**src/hdl/d8ss_pkg.sv**
```systemverilog
// ----------------------------------------------------------------------------
// d8ss_pkg
// Shared types, codes and constants of the steepest-slope stencil unit.
// ----------------------------------------------------------------------------
package d8ss_pkg;

  // fixed field widths
  localparam int ELEV_BITS  = 24;
  localparam int KEY_W      = ELEV_BITS + 16;
  localparam int LINE_NUM_W = 17;
  localparam int CFG_IDX_W  = 2;
  localparam int CFG_DATA_W = 24;
  localparam int STEP_W     = 6;

  // item kinds
  localparam logic MODE_SAMPLE = 1'b0;
  localparam logic MODE_DRAIN  = 1'b1;

  // register indexes
  localparam logic [CFG_IDX_W-1:0] CFG_LINE_LENGTH = 2'd0;
  localparam logic [CFG_IDX_W-1:0] CFG_LINE_COUNT  = 2'd1;
  localparam logic [CFG_IDX_W-1:0] CFG_INV_CELL    = 2'd2;
  localparam logic [CFG_IDX_W-1:0] CFG_UNIT_MODE   = 2'd3;

  // output units
  localparam logic [2:0] UNIT_TAN  = 3'd0;
  localparam logic [2:0] UNIT_RAD  = 3'd1;
  localparam logic [2:0] UNIT_DEG  = 3'd2;
  localparam logic [2:0] UNIT_SINE = 3'd3;
  localparam logic [2:0] UNIT_PCT  = 3'd4;

  // multiplier operand selects
  localparam logic [2:0] MUL_KD  = 3'd0;
  localparam logic [2:0] MUL_HI  = 3'd1;
  localparam logic [2:0] MUL_LO  = 3'd2;
  localparam logic [2:0] MUL_PCT = 3'd3;
  localparam logic [2:0] MUL_DEG = 3'd4;
  localparam logic [2:0] MUL_SQ  = 3'd5;

  // result selects
  localparam logic [2:0] RES_T   = 3'd0;
  localparam logic [2:0] RES_PCT = 3'd1;
  localparam logic [2:0] RES_RAD = 3'd2;
  localparam logic [2:0] RES_DEG = 3'd3;
  localparam logic [2:0] RES_DIV = 3'd4;

  // arithmetic constants
  localparam logic [15:0] W_DIAG      = 16'd46341;
  localparam logic [21:0] DEG_PER_RAD = 22'd3754936;
  localparam logic [6:0]  PCT_SCALE   = 7'd100;

  // iteration counts
  localparam logic [STEP_W-1:0] CORDIC_LAST = 6'd16;
  localparam logic [STEP_W-1:0] SQRT_LAST   = 6'd31;
  localparam logic [STEP_W-1:0] DIV_LAST    = 6'd47;

  typedef struct packed {
    logic                        mode;
    logic signed [ELEV_BITS-1:0] elevation;
  } sample_t;

  typedef struct packed {
    logic [31:0] slope;
    logic        last;
  } result_t;

  typedef struct packed {
    logic              cfg_write;
    logic              take;
    logic              restart;
    logic              read;
    logic              push;
    logic              diff;
    logic              key;
    logic              acc;
    logic              tval;
    logic              mul_en;
    logic [2:0]        mul_sel;
    logic              res_load;
    logic [2:0]        res_sel;
    logic              cordic_init;
    logic              cordic_step;
    logic              sqrt_init;
    logic              sqrt_step;
    logic              div_init;
    logic              div_step;
    logic              out_load;
    logic [STEP_W-1:0] step;
  } cmd_t;

  typedef struct packed {
    logic       mode;
    logic       grid_done;
    logic       pend_zero;
    logic       centre_ready;
    logic [2:0] unit;
    logic       out_free;
  } status_t;

  // atan(2^-i) in Q16.16
  function automatic logic [16:0] atan_q16(input logic [4:0] i);
    logic [16:0] v;
    unique case (i)
      5'd0:    v = 17'd51472;
      5'd1:    v = 17'd30386;
      5'd2:    v = 17'd16055;
      5'd3:    v = 17'd8150;
      5'd4:    v = 17'd4091;
      5'd5:    v = 17'd2047;
      5'd6:    v = 17'd1024;
      5'd7:    v = 17'd512;
      5'd8:    v = 17'd256;
      5'd9:    v = 17'd128;
      5'd10:   v = 17'd64;
      5'd11:   v = 17'd32;
      5'd12:   v = 17'd16;
      5'd13:   v = 17'd8;
      5'd14:   v = 17'd4;
      5'd15:   v = 17'd2;
      5'd16:   v = 17'd1;
      default: v = 17'd0;
    endcase
    return v;
  endfunction

endpackage

```
**src/hdl/d8ss_ctrl.sv**
```systemverilog
// ----------------------------------------------------------------------------
// d8ss_ctrl
// Sequencer of the stencil unit: walks each item through the datapath steps.
// ----------------------------------------------------------------------------
module d8ss_ctrl (
  input  logic              clk,
  input  logic              rst,
  input  logic              sample_valid,
  output logic              sample_stall,
  input  logic              cfg_valid,
  output logic              cfg_ready,
  input  d8ss_pkg::status_t st,
  output d8ss_pkg::cmd_t    cmd
);
  import d8ss_pkg::*;

  localparam logic [4:0] S_IDLE  = 5'd0;
  localparam logic [4:0] S_START = 5'd1;
  localparam logic [4:0] S_READ  = 5'd2;
  localparam logic [4:0] S_PUSH  = 5'd3;
  localparam logic [4:0] S_DIFF  = 5'd4;
  localparam logic [4:0] S_KD    = 5'd5;
  localparam logic [4:0] S_KEY   = 5'd6;
  localparam logic [4:0] S_HI    = 5'd7;
  localparam logic [4:0] S_LO    = 5'd8;
  localparam logic [4:0] S_TVAL  = 5'd9;
  localparam logic [4:0] S_UNIT  = 5'd10;
  localparam logic [4:0] S_PCT   = 5'd11;
  localparam logic [4:0] S_CORD  = 5'd12;
  localparam logic [4:0] S_CEND  = 5'd13;
  localparam logic [4:0] S_DEG   = 5'd14;
  localparam logic [4:0] S_SQI   = 5'd15;
  localparam logic [4:0] S_SQ    = 5'd16;
  localparam logic [4:0] S_DVI   = 5'd17;
  localparam logic [4:0] S_DV    = 5'd18;
  localparam logic [4:0] S_DVE   = 5'd19;
  localparam logic [4:0] S_DONE  = 5'd20;

  logic [4:0]        state, state_next;
  logic [STEP_W-1:0] cnt, cnt_next;
  logic              iter, iter_next;

  // handshakes only in idle
  assign sample_stall = (state != S_IDLE);
  assign cfg_ready    = (state == S_IDLE);

  // state register
  always_ff @(posedge clk) begin
    if (rst) begin
      state <= S_IDLE;
      cnt   <= '0;
      iter  <= 1'b0;
    end else begin
      state <= state_next;
      cnt   <= cnt_next;
      iter  <= iter_next;
    end
  end

  // next state and commands
  always_comb begin
    state_next = state;
    cnt_next   = cnt;
    iter_next  = iter;
    cmd        = '0;
    unique case (state)
      S_IDLE: begin
        cmd.cfg_write = cfg_valid;
        if (sample_valid) begin
          cmd.take   = 1'b1;
          state_next = S_START;
        end
      end
      S_START: begin
        iter_next = 1'b0;
        if (st.mode == MODE_DRAIN) begin
          if (!st.grid_done || st.pend_zero) begin
            state_next = S_IDLE;
          end else begin
            state_next = S_READ;
          end
        end else begin
          cmd.restart = st.grid_done;
          state_next  = S_READ;
        end
      end
      S_READ: begin
        cmd.read   = 1'b1;
        state_next = S_PUSH;
      end
      S_PUSH: begin
        cmd.push = 1'b1;
        if (st.centre_ready) begin
          state_next = S_DIFF;
        end else if (st.mode == MODE_DRAIN && !iter) begin
          iter_next  = 1'b1;
          state_next = S_READ;
        end else begin
          state_next = S_IDLE;
        end
      end
      S_DIFF: begin
        cmd.diff   = 1'b1;
        state_next = S_KD;
      end
      S_KD: begin
        cmd.mul_en  = 1'b1;
        cmd.mul_sel = MUL_KD;
        state_next  = S_KEY;
      end
      S_KEY: begin
        cmd.key    = 1'b1;
        state_next = S_HI;
      end
      S_HI: begin
        cmd.mul_en  = 1'b1;
        cmd.mul_sel = MUL_HI;
        state_next  = S_LO;
      end
      S_LO: begin
        cmd.acc     = 1'b1;
        cmd.mul_en  = 1'b1;
        cmd.mul_sel = MUL_LO;
        state_next  = S_TVAL;
      end
      S_TVAL: begin
        cmd.tval   = 1'b1;
        state_next = S_UNIT;
      end
      S_UNIT: begin
        unique case (st.unit)
          UNIT_RAD, UNIT_DEG: begin
            cmd.cordic_init = 1'b1;
            cnt_next        = '0;
            state_next      = S_CORD;
          end
          UNIT_SINE: begin
            cmd.mul_en  = 1'b1;
            cmd.mul_sel = MUL_SQ;
            state_next  = S_SQI;
          end
          UNIT_PCT: begin
            cmd.mul_en  = 1'b1;
            cmd.mul_sel = MUL_PCT;
            state_next  = S_PCT;
          end
          default: begin
            cmd.res_load = 1'b1;
            cmd.res_sel  = RES_T;
            state_next   = S_DONE;
          end
        endcase
      end
      S_PCT: begin
        cmd.res_load = 1'b1;
        cmd.res_sel  = RES_PCT;
        state_next   = S_DONE;
      end
      S_CORD: begin
        cmd.cordic_step = 1'b1;
        cnt_next        = cnt + 1'b1;
        if (cnt == CORDIC_LAST) begin
          state_next = S_CEND;
        end
      end
      S_CEND: begin
        if (st.unit == UNIT_DEG) begin
          cmd.mul_en  = 1'b1;
          cmd.mul_sel = MUL_DEG;
          state_next  = S_DEG;
        end else begin
          cmd.res_load = 1'b1;
          cmd.res_sel  = RES_RAD;
          state_next   = S_DONE;
        end
      end
      S_DEG: begin
        cmd.res_load = 1'b1;
        cmd.res_sel  = RES_DEG;
        state_next   = S_DONE;
      end
      S_SQI: begin
        cmd.sqrt_init = 1'b1;
        cnt_next      = '0;
        state_next    = S_SQ;
      end
      S_SQ: begin
        cmd.sqrt_step = 1'b1;
        cnt_next      = cnt + 1'b1;
        if (cnt == SQRT_LAST) begin
          state_next = S_DVI;
        end
      end
      S_DVI: begin
        cmd.div_init = 1'b1;
        cnt_next     = '0;
        state_next   = S_DV;
      end
      S_DV: begin
        cmd.div_step = 1'b1;
        cnt_next     = cnt + 1'b1;
        if (cnt == DIV_LAST) begin
          state_next = S_DVE;
        end
      end
      S_DVE: begin
        cmd.res_load = 1'b1;
        cmd.res_sel  = RES_DIV;
        state_next   = S_DONE;
      end
      S_DONE: begin
        if (st.out_free) begin
          cmd.out_load = 1'b1;
          state_next   = S_IDLE;
        end
      end
      default: state_next = S_IDLE;
    endcase
    cmd.step = cnt;
  end

endmodule

```
**config.mk**
```make
export PLATFORM = sky130hd
export DESIGN_NAME = d8ss_ctrl
export DESIGN_NICKNAME = d
export VERILOG_FILES = /design/src/hdl/d8ss_pkg.sv /design/src/hdl/d8ss_ctrl.sv
export SDC_FILE = /design/constraint.sdc
export NUM_CORES = 1
export LEC_CHECK = 0
export ABC_AREA = 1
export BUFFER_PORTS_ARGS = -buffer_cell sky130_fd_sc_hd__buf_2
export CORE_ASPECT_RATIO = 1.4
export CORE_MARGIN = 4
export CORE_UTILIZATION = 44
export DETAILED_ROUTE_END_ITERATION = 7
export PLACE_DENSITY = 0.78
export RECOVER_POWER = 100
export SLEW_MARGIN = 15
export SYNTH_ARGS = -nofsm -noshare
export SYNTH_HDL_FRONTEND = slang
export SYNTH_SLANG_ARGS = --single-unit
```
**constraint.sdc**
```tcl
create_clock -name clk -period 1.5 [get_ports clk]
set_clock_uncertainty 0.2 [all_clocks]
set_input_delay 0.3 -clock clk [delete_from_list [all_inputs] [get_ports clk]]
set_output_delay 0.3 -clock clk [all_outputs]
set_load 0.05 [all_outputs]
```
==> impl_metrics.csv, run 1 <==
group,metric,value,unit
outcome,status,"aborted with a tool error",
outcome,stop_stage,"4_1_cts",
outcome,firstError,"[ERROR DPL-0038] Utilization greater than 100%, impossible to legalize",
synthesis,syn_inst,204,
synthesis,synth_area_per_cell,5.69,µm²
floorplan,start_util,0.470,
clock_network,clockBufferDepth,2,
placement,port_buffers,43,
synthesis,yosysSeqAreaShare,0.207,
clock_network,htreeDepth,1,
clock_network,clock_sinks,12,
synthesis,yosys_warnings,0,
synthesis,synth_area,1160,µm²
synthesis,syn_nets,218,
placement,dp_hpwl,3530,µm
synthesis,yosysUniqueCellTypes,25,
floorplan,die_height,68.8,µm
floorplan,pin_count,44,
placement,place.gp.congestion,0.913,
floorplan,die_w,51.4,µm
clock_network,numCtsBuffers,3,
synthesis,synth-seq-cells,12,
clock_network,cts_hold_buf,0,
clock_network,ctsResizeCount,99,
clock_network,cts_setup_buffers,14,
clock_network,cts-root-buf,"clkbuf_4",
floorplan,rows,21,
[synthesized netlist by cell type]
library cell | number | area (µm²)
nand2_1 | 51 | 191
nor2_1 | 35 | 131
inv_1 | 33 | 124
nand3_1 | 14 | 70.1
dfxtp_1 | 12 | 240
a21oi_1 | 11 | 55.1
nand4_1 | 11 | 68.8
nor3_1 | 5 | 25.0
nor2_2 | 4 | 25.0
nand2_2 | 3 | 18.8
nor2_4 | 3 | 33.8
o21ai_0 | 3 | 15.0
xor2_1 | 3 | 26.3
ha_1 | 2 | 25.0
inv_2 | 2 | 7.51
nand2_4 | 2 | 22.5
nand3b_1 | 2 | 15.0
a31oi_1 | 1 | 6.26
buf_4 | 1 | 7.51
buf_6 | 1 | 11.3
clkbuf_1 | 1 | 3.75
clkbuf_8 | 1 | 13.8
clkinv_4 | 1 | 8.76
nor4_1 | 1 | 6.26
o21ai_2 | 1 | 8.76
[metrics by stage]
step                std cells  area [µm²]  worst slack [ns]
global placement          331        2030            -0.319
floorplan                 204        1390            -0.232
detailed placement        331        2030            -0.307
[logic make-up after synthesis]
kind of cell               after synthesis  share of synthesized area
adders and majority gates                2                     0.0215
buffers and inverters                   40                      0.152
and+or+nand+nor                        131                      0.524
xor gates and xnor gates                 3                     0.0226
DFF                                     12                      0.207
AOI/OAI and AO/OA                       16                     0.0733
==> run 2, diff against run 1 <==
--- a/config.mk
+++ b/config.mk
@@ -7,11 +7,10 @@
 export LEC_CHECK = 0
 export ABC_AREA = 1
 export BUFFER_PORTS_ARGS = -buffer_cell sky130_fd_sc_hd__buf_2
-export CORE_ASPECT_RATIO = 1.4
-export CORE_MARGIN = 4
-export CORE_UTILIZATION = 44
+export CORE_AREA = 4 4 65 67
 export DETAILED_ROUTE_END_ITERATION = 7
-export PLACE_DENSITY = 0.78
+export DIE_AREA = 0 0 69 71
+export PLACE_DENSITY_LB_ADDON = 0.15
 export RECOVER_POWER = 100
 export SLEW_MARGIN = 15
 export SYNTH_ARGS = -nofsm -noshare
==> constraint.sdc (replaced) <==
create_clock -name clk -period 2 [get_ports clk]
set_clock_uncertainty 0.2 [all_clocks]
set_input_delay 0.4 -clock clk [delete_from_list [all_inputs] [get_ports clk]]
set_output_delay 0.4 -clock clk [all_outputs]
set_load 0.05 [all_outputs]
==> run 2 against run 1 <==
The flow now finishes, with violations (negative setup slack); synthesized cell count is the same; synthesized area is the same.
==> impl_metrics.csv, run 2 <==
group,metric,value,unit
layout,top_register,"cnt",
timing,worst_slew_pin_slew,0.310,ns
min_path,hold_path.startpoint,"iter",
outcome,violations,"negative setup slack",
setup_path,rr_worst_depth,9,
setup_path,cp_max_fo,5,
clock_network,clockBufferDepth,2,
setup_path,crit_type,"reg2out",
global_route,first_global_vias,1416,
power,power.density,404,nW/µm²
synthesis,yosys_warnings,0,
layout,fillers,367,
routing,dr.pass1.iters,4,
global_route,grt_pass1_wl,6460,µm
layout,syn_to_final_growth,76.1,%
timing,rsz0062_at_grt,"true",
placement,dp_hpwl,3130,µm
layout,finish.net_count,291,
floorplan,rows,22,
placement,pre_cts_slack,-0.0835,ns
routing,vias,1520,
run,cap_viol_max_count,0,
layout,largest_reg_flops,6,
clock_network,cts_tree,"built",
global_route,grt_max_degree,13,
synthesis,async_reset_ff_frac,0,
layout,mostFrequentLayoutCell,"nand2_1",
synthesis,synth-seq-cells,12,
global_route,grt_use_total,0.162,
setup_path,crit_path_start_kind,"flop",
floorplan,start_util,0.320,
layout,final_cell_mix,"38 x nand2_1, 28 x buf_4, 25 x inv_1",
min_path,min_path_type,"reg2reg",
placement,port_buffers,43,
timing,finalMaxSlewViolations,0,
synthesis,ys.flop_type,"dfxtp_1",
global_route,antenna_found_initial,0,
floorplan,dieArea,4900,µm²
placement,place.gp.congestion,0.916,
synthesis,syn_inst,204,
synthesis,syn_nets,218,
routing,ant_nets,0,
synthesis,yosysMostFrequentCell,"nand2_1",
timing,final-hold-violation-count,0,
clock_network,cts-root-buf,"clkbuf_8",
synthesis,synth_area_per_cell,5.69,µm²
layout,multiInputGateArea,933,µm²
setup_path,crit_arrival,1.46,ns
synthesis,yosysTopAreaCell,"dfxtp_1",
clock_network,htreeDepth,1,
routing,drc,0,
synthesis,yosysSeqAreaShare,0.207,
synthesis,yosysTopAreaCellShare,0.207,
setup_path,end_kind,"primary output",
synthesis,synth_edf_count,0,
floorplan,pin_count,44,
outcome,status,"finished, violations left",
timing,max_freq,0.485,GHz
layout,drive_above_1_share,0.518,
routing,avgViaCountPerCell,4.69,
timing,finalCriticalPeriod,2.06,ns
layout,regArea,256,µm²
routing,drtIter0Drc,40,
floorplan,die_height,71,µm
timing,setup_viol,3,
floorplan,die_w,69,µm
setup_path,r2r-start,"cnt[1]",
clock_network,clock_latency,0.24,ns
timing,worst_slack,-0.0628,ns
synthesis,yosys-top-cells-count,"51 x nand2_1, 35 x nor2_1, 33 x inv_1, 14 x nand3_1, 12 x dfxtp_1",
routing,wl_per_cell,12.6,µm
power,p_leak,1.07,nW
synthesis,yosysUniqueCellTypes,25,
timing,slew_headroom,0.793,
timing,period_share,1.03,
min_path,holdPathStages,2,
layout,reg_top3,"cnt x6, state x5, iter x1",
power,vdd_drop_max,0.000445,V
layout,num_antenna_cells,0,
floorplan,core_area,3630,µm²
clock_network,clk_pin_slew_worst_paths,0.06,ns
setup_path,crit_required,1.40,ns
global_route,overflow,0,
layout,final_core_util,0.563,
routing,wl,4070,µm
synthesis,synth_area,1160,µm²
setup_path,startpoint,"state[0]",
synthesis,synth_area_leaders,"dfxtp_1 21%, nand2_1 16%, nor2_1 11%",
clock_network,numCtsBuffers,3,
clock_network,clock_sinks,12,
run 2: cell counts after synthesis:
No cell type changed its count.
run 2: through the flow:
step | power [mW] | instances | hold slack [ns] | cell area, µm² | TNS [ns]
finish | 0.825 | 324 | 0.310 | 2040 | -0.0812
global route | 0.871 | 324 | 0.332 | 2040 | -0.682
CTS | 0.808 | 318 | 0.310 | 1790 | -0.110
detailed placement | 0.503 | 314 | 0.299 | 1610 | -0.0854
global placement | 0.503 | 314 | 0.306 | 1610 | -0.0952
floorplan | 0.421 | 204 | 0.279 | 1200 | -0.177
run 2: where the power goes:
group	internal [mW]	total [mW]	switching, mW
registers	0.242	0.248	0.00665
logic	0.111	0.303	0.193
clock network	0.174	0.274	0.0996
total	0.527	0.825	0.299
run 2: layer usage:
metal  part of all wire  global-route usage
met1               0.43               0.192
met2               0.51               0.291
met3              0.050              0.0369
met4              0.011              0.0456
met5                  0                   0
run 2: path summary, 6_finish.rpt:
path	endpoint	slack (ns)
max reg2reg	state[2]	0.28
min reg2reg	iter	0.31
max	cmd[20]	-0.06
min	iter	0.31
run 2: logic make-up (layout without fill, tap and decap cells):
family	count (synthesis)	in the layout	synth area share
flip-flops	12	12	0.207
AND/OR/NAND/NOR	131	131	0.524
buffers and inverters	40	112	0.152
AO/OA/AOI/OAI	16	16	0.0733
adder cells (fa/ha/maj)	2	2	0.0215
XOR/XNOR	3	3	0.0226
run 2: worst max-delay path, stage by stage (launching register included):
cell and delay, ns:
dfxtp_4 0.35, buf_6 0.12, nor2_4 0.16, nand2_2 0.11, a21oi_2 0.15, nor2_2 0.07, nand3b_1 0.10, buf_6 0.16
run 2: layout make-up:
cell class                      count  share of cell area
Multi-Input combinational cell    152               0.457
Timing Repair Buffer               72               0.289
Sequential cell                    12               0.125
Inverter                           36              0.0728
Tap cell                           48              0.0294
Clock buffer                        4              0.0269
run 2: repair_timing:
action,CTS,global route
setup buffers,0,6
resized for setup,46,69
pin swaps,2,14
endpoints found under the setup margin,24,26
hold buffers,0,0
cloned,0,0
Power figures use the tool's default switching activity.
